**config.mk**
```make
export PLATFORM = sky130hd
export DESIGN_NAME = cdtq_ctrl
export DESIGN_NICKNAME = d
export VERILOG_FILES = /design/src/hw/rtl/cdtq_pkg.sv /design/src/hw/rtl/cdtq_ctrl.sv
export SDC_FILE = /design/constraint.sdc
export NUM_CORES = 1
export LEC_CHECK = 0
export BUFFER_PORTS_ARGS = -buffer_cell sky130_fd_sc_hd__buf_2
export CAP_MARGIN = 20
export CELL_PAD_IN_SITES_DETAIL_PLACEMENT = 2
export CELL_PAD_IN_SITES_GLOBAL_PLACEMENT = 2
export CORE_MARGIN = 2
export CORE_UTILIZATION = 30
export DETAILED_ROUTE_END_ITERATION = 6
export PLACE_DENSITY = 0.84
export REMOVE_ABC_BUFFERS = 1
export SYNTH_ARGS = -nofsm -noshare
export SYNTH_HDL_FRONTEND = slang
export SYNTH_SLANG_ARGS = --single-unit
export TNS_END_PERCENT = 5
```
**constraint.sdc**
```tcl
create_clock -name clk -period 5.25 [get_ports clk]
set_input_delay 0.2625 -clock clk [delete_from_list [all_inputs] [get_ports clk]]
set_output_delay 0.2625 -clock clk [all_outputs]
set_load 0.005 [all_outputs]
```
**src/hw/rtl/cdtq_pkg.sv**
```systemverilog
// Shared types and constants for the connection deadline timer queue.
// No dependencies; imported by every module of the block but cdtq_ram.
package cdtq_pkg;

  localparam int DEPTH   = 64;
  localparam int DUE_MAX = (DEPTH < 64) ? DEPTH : 64;
  localparam int AW      = $clog2(DEPTH);
  localparam int CW      = $clog2(DEPTH + 1);
  localparam int TW      = $clog2(DUE_MAX);

  typedef enum logic [1:0] {
    OP_ADD  = 2'd0,
    OP_TICK = 2'd1,
    OP_DEL  = 2'd2,
    OP_CLR  = 2'd3
  } opcode_t;

  typedef enum logic [2:0] {
    ST_ADDED   = 3'd0,
    ST_FULL    = 3'd1,
    ST_EXPIRED = 3'd2,
    ST_NONE    = 3'd3,
    ST_DELETED = 3'd4,
    ST_CLEARED = 3'd5
  } status_t;

  typedef enum logic [3:0] {
    UOP_IDLE,
    UOP_CAP,
    UOP_DISP,
    UOP_ADD_RD,
    UOP_ADD_CMP,
    UOP_TA_RD,
    UOP_TA_CMP,
    UOP_TB_RD,
    UOP_TB_CMP,
    UOP_TC_RD,
    UOP_TC_WR,
    UOP_DL_RD,
    UOP_DL_CMP,
    UOP_RESP
  } uop_t;

  typedef struct packed {
    logic [31:0] dl;
    logic [15:0] conn;
    logic [31:0] seq;
  } entry_t;

  typedef struct packed {
    uop_t    uop;
    status_t st;
  } dp_cmd_t;

  typedef struct packed {
    opcode_t op;
    logic    full;
    logic    tick_go;
    logic    a_zero;
    logic    a_lt_held;
    logic    a_lt_due;
    logic    gt_nd;
    logic    le_now;
    logic    c_last;
    logic    out_free;
  } dp_sts_t;

endpackage

```
**src/hw/rtl/cdtq_ctrl.sv**
```systemverilog
// Controller state machine sequencing add, tick, delete and clear passes.
// Depends on cdtq_pkg.
module cdtq_ctrl (
  input  logic              clk,
  input  logic              rst_n,
  input  logic              in_valid,
  output logic              in_ready,
  input  cdtq_pkg::dp_sts_t sts,
  output cdtq_pkg::dp_cmd_t cmd
);
  import cdtq_pkg::*;

  typedef enum logic [12:0] {
    S_IDLE    = 13'h0001,
    S_DISP    = 13'h0002,
    S_ADD_RD  = 13'h0004,
    S_ADD_CMP = 13'h0008,
    S_TA_RD   = 13'h0010,
    S_TA_CMP  = 13'h0020,
    S_TB_RD   = 13'h0040,
    S_TB_CMP  = 13'h0080,
    S_TC_RD   = 13'h0100,
    S_TC_WR   = 13'h0200,
    S_DL_RD   = 13'h0400,
    S_DL_CMP  = 13'h0800,
    S_RESP    = 13'h1000
  } state_t;

  state_t  state_r, state_nxt;
  status_t st_r, st_nxt;

  assign in_ready = (state_r == S_IDLE);

  always_comb begin
    state_nxt = state_r;
    st_nxt    = st_r;
    cmd.st    = st_r;
    cmd.uop   = UOP_IDLE;
    case (state_r)
      S_IDLE: begin
        if (in_valid) begin
          cmd.uop = UOP_CAP;
          state_nxt = S_DISP;
        end
      end
      S_DISP: begin
        cmd.uop = UOP_DISP;
        case (sts.op)
          OP_ADD: begin
            if (sts.full) begin
              st_nxt = ST_FULL; state_nxt = S_RESP;
            end else begin
              st_nxt = ST_ADDED; state_nxt = S_ADD_RD;
            end
          end
          OP_TICK: begin
            if (sts.tick_go) begin
              state_nxt = S_TA_RD;
            end else begin
              st_nxt = ST_NONE; state_nxt = S_RESP;
            end
          end
          OP_DEL: begin
            st_nxt = ST_DELETED; state_nxt = S_DL_RD;
          end
          default: begin
            st_nxt = ST_CLEARED; state_nxt = S_RESP;
          end
        endcase
      end
      S_ADD_RD: begin
        cmd.uop = UOP_ADD_RD;
        state_nxt = sts.a_zero ? S_RESP : S_ADD_CMP;
      end
      S_ADD_CMP: begin
        cmd.uop = UOP_ADD_CMP;
        state_nxt = sts.gt_nd ? S_ADD_RD : S_RESP;
      end
      S_TA_RD: begin
        cmd.uop = UOP_TA_RD;
        state_nxt = (sts.a_lt_held && sts.a_lt_due) ? S_TA_CMP : S_TB_RD;
      end
      S_TA_CMP: begin
        cmd.uop = UOP_TA_CMP;
        state_nxt = sts.le_now ? S_TA_RD : S_TB_RD;
      end
      S_TB_RD: begin
        cmd.uop = UOP_TB_RD;
        state_nxt = sts.a_lt_held ? S_TB_CMP : S_TC_RD;
      end
      S_TB_CMP: begin
        cmd.uop = UOP_TB_CMP;
        state_nxt = sts.gt_nd ? S_TC_RD : S_TB_RD;
      end
      S_TC_RD: begin
        cmd.uop = UOP_TC_RD;
        state_nxt = S_TC_WR;
      end
      S_TC_WR: begin
        cmd.uop = UOP_TC_WR;
        if (sts.out_free) begin
          state_nxt = sts.c_last ? S_IDLE : S_TC_RD;
        end
      end
      S_DL_RD: begin
        cmd.uop = UOP_DL_RD;
        state_nxt = sts.a_lt_held ? S_DL_CMP : S_RESP;
      end
      S_DL_CMP: begin
        cmd.uop = UOP_DL_CMP;
        state_nxt = S_DL_RD;
      end
      S_RESP: begin
        cmd.uop = UOP_RESP;
        if (sts.out_free) state_nxt = S_IDLE;
      end
      default: begin
        state_nxt = S_IDLE;
      end
    endcase
  end

  always_ff @(posedge clk) begin
    if (!rst_n) begin
      state_r <= S_IDLE;
      st_r    <= ST_ADDED;
    end else begin
      state_r <= state_nxt;
      st_r    <= st_nxt;
    end
  end

`ifndef SYNTH
  a_onehot: assert property (@(posedge clk) disable iff (!rst_n)
    $onehot(state_r)) else $error("state register corrupted");
  a_resp_exit: assert property (@(posedge clk) disable iff (!rst_n)
    state_r == S_RESP && sts.out_free |=> state_r == S_IDLE)
    else $error("response not retired");
  a_tick_guard: assert property (@(posedge clk) disable iff (!rst_n)
    state_r == S_DISP && sts.op == OP_TICK && !sts.tick_go |=> state_r == S_RESP)
    else $error("idle tick entered scan");
`endif

endmodule

```
# Yosys cells after proc, flatten, opt, wreduce, memory -nomap -nowiden
# Index checks and enable logic that the tools add are counted.
# totals
input_bits	14
ram_bits	0
n_memories	0
mem_bits_ro	0
regBits	16
wordCells	45
latchBits	0
out_inout_bits	8
# op_classes
addsub	0
n_shift	0
mux	20
div_mod_pow	0
eq_ne	19
bitwise_logic	0
multipliers	0
n_lt_le_gt_ge	0
reduce_logical	4
# ops
cell	count
$pmux 13 s13	1
$mux 13	8
$pmux 4 s13	1
$pmux 13 s3	1
$mux 9	3
$mux 7	2
$eq 13x1->1 const B	1
$eq 13x10->1 const B	1
$eq 13x11->1 const B	1
$eq 13x12->1 const B	1
$eq 13x13->1 const B	1
$eq 13x2->1 const B	1
$eq 13x3->1 const B	1
$eq 13x4->1 const B	1
$eq 13x5->1 const B	1
$eq 13x6->1 const B	1
$eq 13x7->1 const B	1
$eq 13x8->1 const B	1
$eq 13x9->1 const B	1
$pmux 3 s3	1
$ne 2x2->1 const B	4
$mux 3	1
$reduce_and 3->1	1
$eq 2x1->1 const B	1
other kinds (5)	6

# Logic depth before layout (Yosys ltp)
# depth
depth_word	3
depth_mapped	6
depth_no_buf	5

# Worst setup path after synthesis
# No wires, ideal clock.
# synth_path
kind	register to output
start	register state_r[0]
end	output cmd[6] in the netlist's numbering
slack_ns	3.532
n_path_buf	1
t_arrival_ns	1.456
required_time_ns	4.988
path_stages_with_launch	6
cell_sequence	dfxtp_1 -> buf_2 -> nor4_2 -> nand2_1 -> nor4_2 -> or2_2
# synth_lines
element	line_no	source
from (decl)	cdtq_ctrl.sv:29	state_t state_r, state_nxt;
from (signal assigned)	cdtq_ctrl.sv:128	state_r <= state_nxt;
to (decl)	cdtq_ctrl.sv:9	output cdtq_pkg::dp_cmd_t cmd

==> run summary <==
Outcome - finished clean
Row count - 22
Placed Cells - 210
Layout Area Growth over Synthesis - 14.95%
Rel. slew slack - 0.5797
Synthesis-stage register bit count - 16
Final Max Slew Viols - 0
Core ar. - 3689 um^2
Leakage - 0.5801 nW
CTS root buf - clkbuf_8
Critical Path Fanout Max - 8
Worst slew pin tran - 0.6248 ns
Critical Path Start - state_r[4]$_SDFFE_PN0P_
Reg2Reg Launch Point - state_r[4]$_SDFFE_PN0P_
Post-synth ARST share - 0
Placer congestion estimate - 0.8680
Mapped Area - 1155 um^2
Post-Route WL - 4073 um
Data arrival time of the critical path - 2.18 ns
Distinct cells, synth - 46
Max Freq - 409.2 MHz
Number of I/O pins - 22
H-Tree Level Count - 1
Top-area cell type share of the netlist area - 0.2774
Number of flops mapped to enable cells by yosys - 0
Sink Count - 16
Vias in the first global route - 1361
Tot GR Track Use - 0.2016
Hold bufs inserted after CTS - 0
Total power - 289.1 uW
Synth warn - 0
Top cells by area, synth - dfxtp_1 28%, nor2_1 6.8%, xor2_1 4.6%
Cts repair resizes - 0
Hold Path Sink - state_r[3]$_SDFFE_PN0P_
Period utilization - 0.4655
Tmin final - 2.444 ns
Hold Crit Class - in2reg
GRT overflow - 0
Most frequent cells in the layout - 21 x nor2_1, 21 x buf_2, 16 x dfxtp_1
R2r setup slk - 3.18 ns
Initial Util - 0.3131
Max Buffers Root-to-Sink - 2
Placed Instance Area - 1272 um^2
CTS tree - done
RSZ-0062 raised after global routing - no
ANT nets after route - 0
R2r worst-path depth - 5
Vias - 1233
Die Wd - 66.05 um
Final instance area - 1328 um^2
Core Util, Final - 0.3599
Max Cap Viol - 0
Crit. End Element - output port
Layout net count - 181
Skew final - 0.003044 ns
Routed len/inst - 19.03 um
Initial DRC count - 42
Setup violators final - 0
WS Path Type - reg2out
Die area - 4362 um^2
Skew-Pair Late Insertion Delay - 0.25 ns
Finished Layout Cells - 214
Clk pin slew, worst setup/hold paths - 0.07 ns
Max VDD drop - 0.0001097 V
Diodes inserted - 0
RR Endpoint - state_r[3]$_SDFFE_PN0P_
First-pass iteration count of the detailed router - 4
First-pass GRT wire length - 6637 um
Initial antenna violation count - 0
Hold Path Depth - 2
Post-synth top flop - dfxtp_1
Setup Fix Bufs, Post-CTS - 0
Largest net degree at the start of global routing - 13
Beginning of the worst hold path - sts[6]
Sequential area share after synthesis - 0.2774
Via density - 5.762
TritonCTS buffer count - 3
# fillers - 457
# DRC - 0
Final Hold Violating Endpoints - 0
Power per Cell Area - 217.8 nW/um^2
Synthesized instance count - 151
CP startpoint kind - flip-flop
Chip height - 66.05 um
Mean Syn Cell Area - 7.648 um^2
Hpwl dp - 3305 um
Share of layout cells above drive strength 1 - 0.2169
Buffers on Ports - 21
Final setup TNS - 0 ns
Critical path required time - 4.99 ns
Area leader, netlist - dfxtp_1
[state kept, by name, indices dropped and copies added, names as in the netlist]
signal,flops
state_r,13
st_r,3
[synthesized netlist by cell type, types with 5 or more instances]
master	n
nor2_1	21
dfxtp_1	16
nand2_1	11
nor3_1	9
nand3_1	7
a21oi_1	6
clkbuf_1	6
o21ai_0	6
xor2_1	6
nor2b_1	5
nor4_1	5
[layer usage]
| metal | global-route usage | vias to the layer above | routed length (um) |
|---|---|---|---|
| met1 | 0.2601 | 614 | 1868 |
| met3 | 0.02215 | 7 | 110 |
| li1 | - | 588 | - |
| met2 | 0.3485 | 24 | 2033 |
| met5 | 0 | - | 0 |
| met4 | 0.06633 | 0 | 60 |
[worst max-delay path, cell delays in order (launching register included)]
cell	delay [ns]
dfxtp_1	0.41
nor4_4	0.57
nand2_1	0.30
nor2_1	0.22
a311oi_1	0.16
nand4b_1	0.15
buf_2	0.12
[worst max-delay path by stage]
stage	to	slack (ns)	cells past startpoint
3_3_place_gp	cmd[6]	3.17	5
4_1_cts	cmd[5]	2.82	5
2_1_floorplan	state_r[3]$_SDFFE_PN0P_	3.57	5
6_report	cmd[5]	2.81	6
5_1_grt	cmd[5]	2.65	6
3_5_place_dp	cmd[5]	3.12	6
[cell families after synthesis]
| logic type | Yosys count | synth area share |
|---|---|---|
| compound gates | 27 | 0.1712 |
| xor+xnor | 6 | 0.04550 |
| buf+inv | 13 | 0.05092 |
| flops | 16 | 0.2774 |
| mux | 1 | 0.008668 |
| simple gates | 88 | 0.4464 |
[report_power, final]
group | leakage (nW) | switching, mW | internal [mW] | total (mW)
Clock | 0.0288 | 0.0452 | 0.0667 | 0.112
Combinational | 0.422 | 0.0283 | 0.0198 | 0.0480
Sequential | 0.129 | 0.00532 | 0.124 | 0.129
Total | 0.580 | 0.0788 | 0.210 | 0.289
[per-stage QoR]
step	hold slack, ns	setup slack [ns]
floorplan	0.3385	3.575
global placement	0.4506	3.171
detailed placement	0.4537	3.123
CTS	0.1786	2.817
global route	0.1819	2.649
finish	0.1880	2.806
[cell type report]
type,count,area (um^2),area share
Multi-Input combinational cell,122,775.7,0.5844
Sequential cell,16,320.3,0.2413
Timing Repair Buffer,21,105.1,0.07917
Tap cell,48,60.06,0.04524
Clock buffer,4,55.05,0.04147
Inverter,3,11.26,0.008483
(Power assumes the default switching activity.)
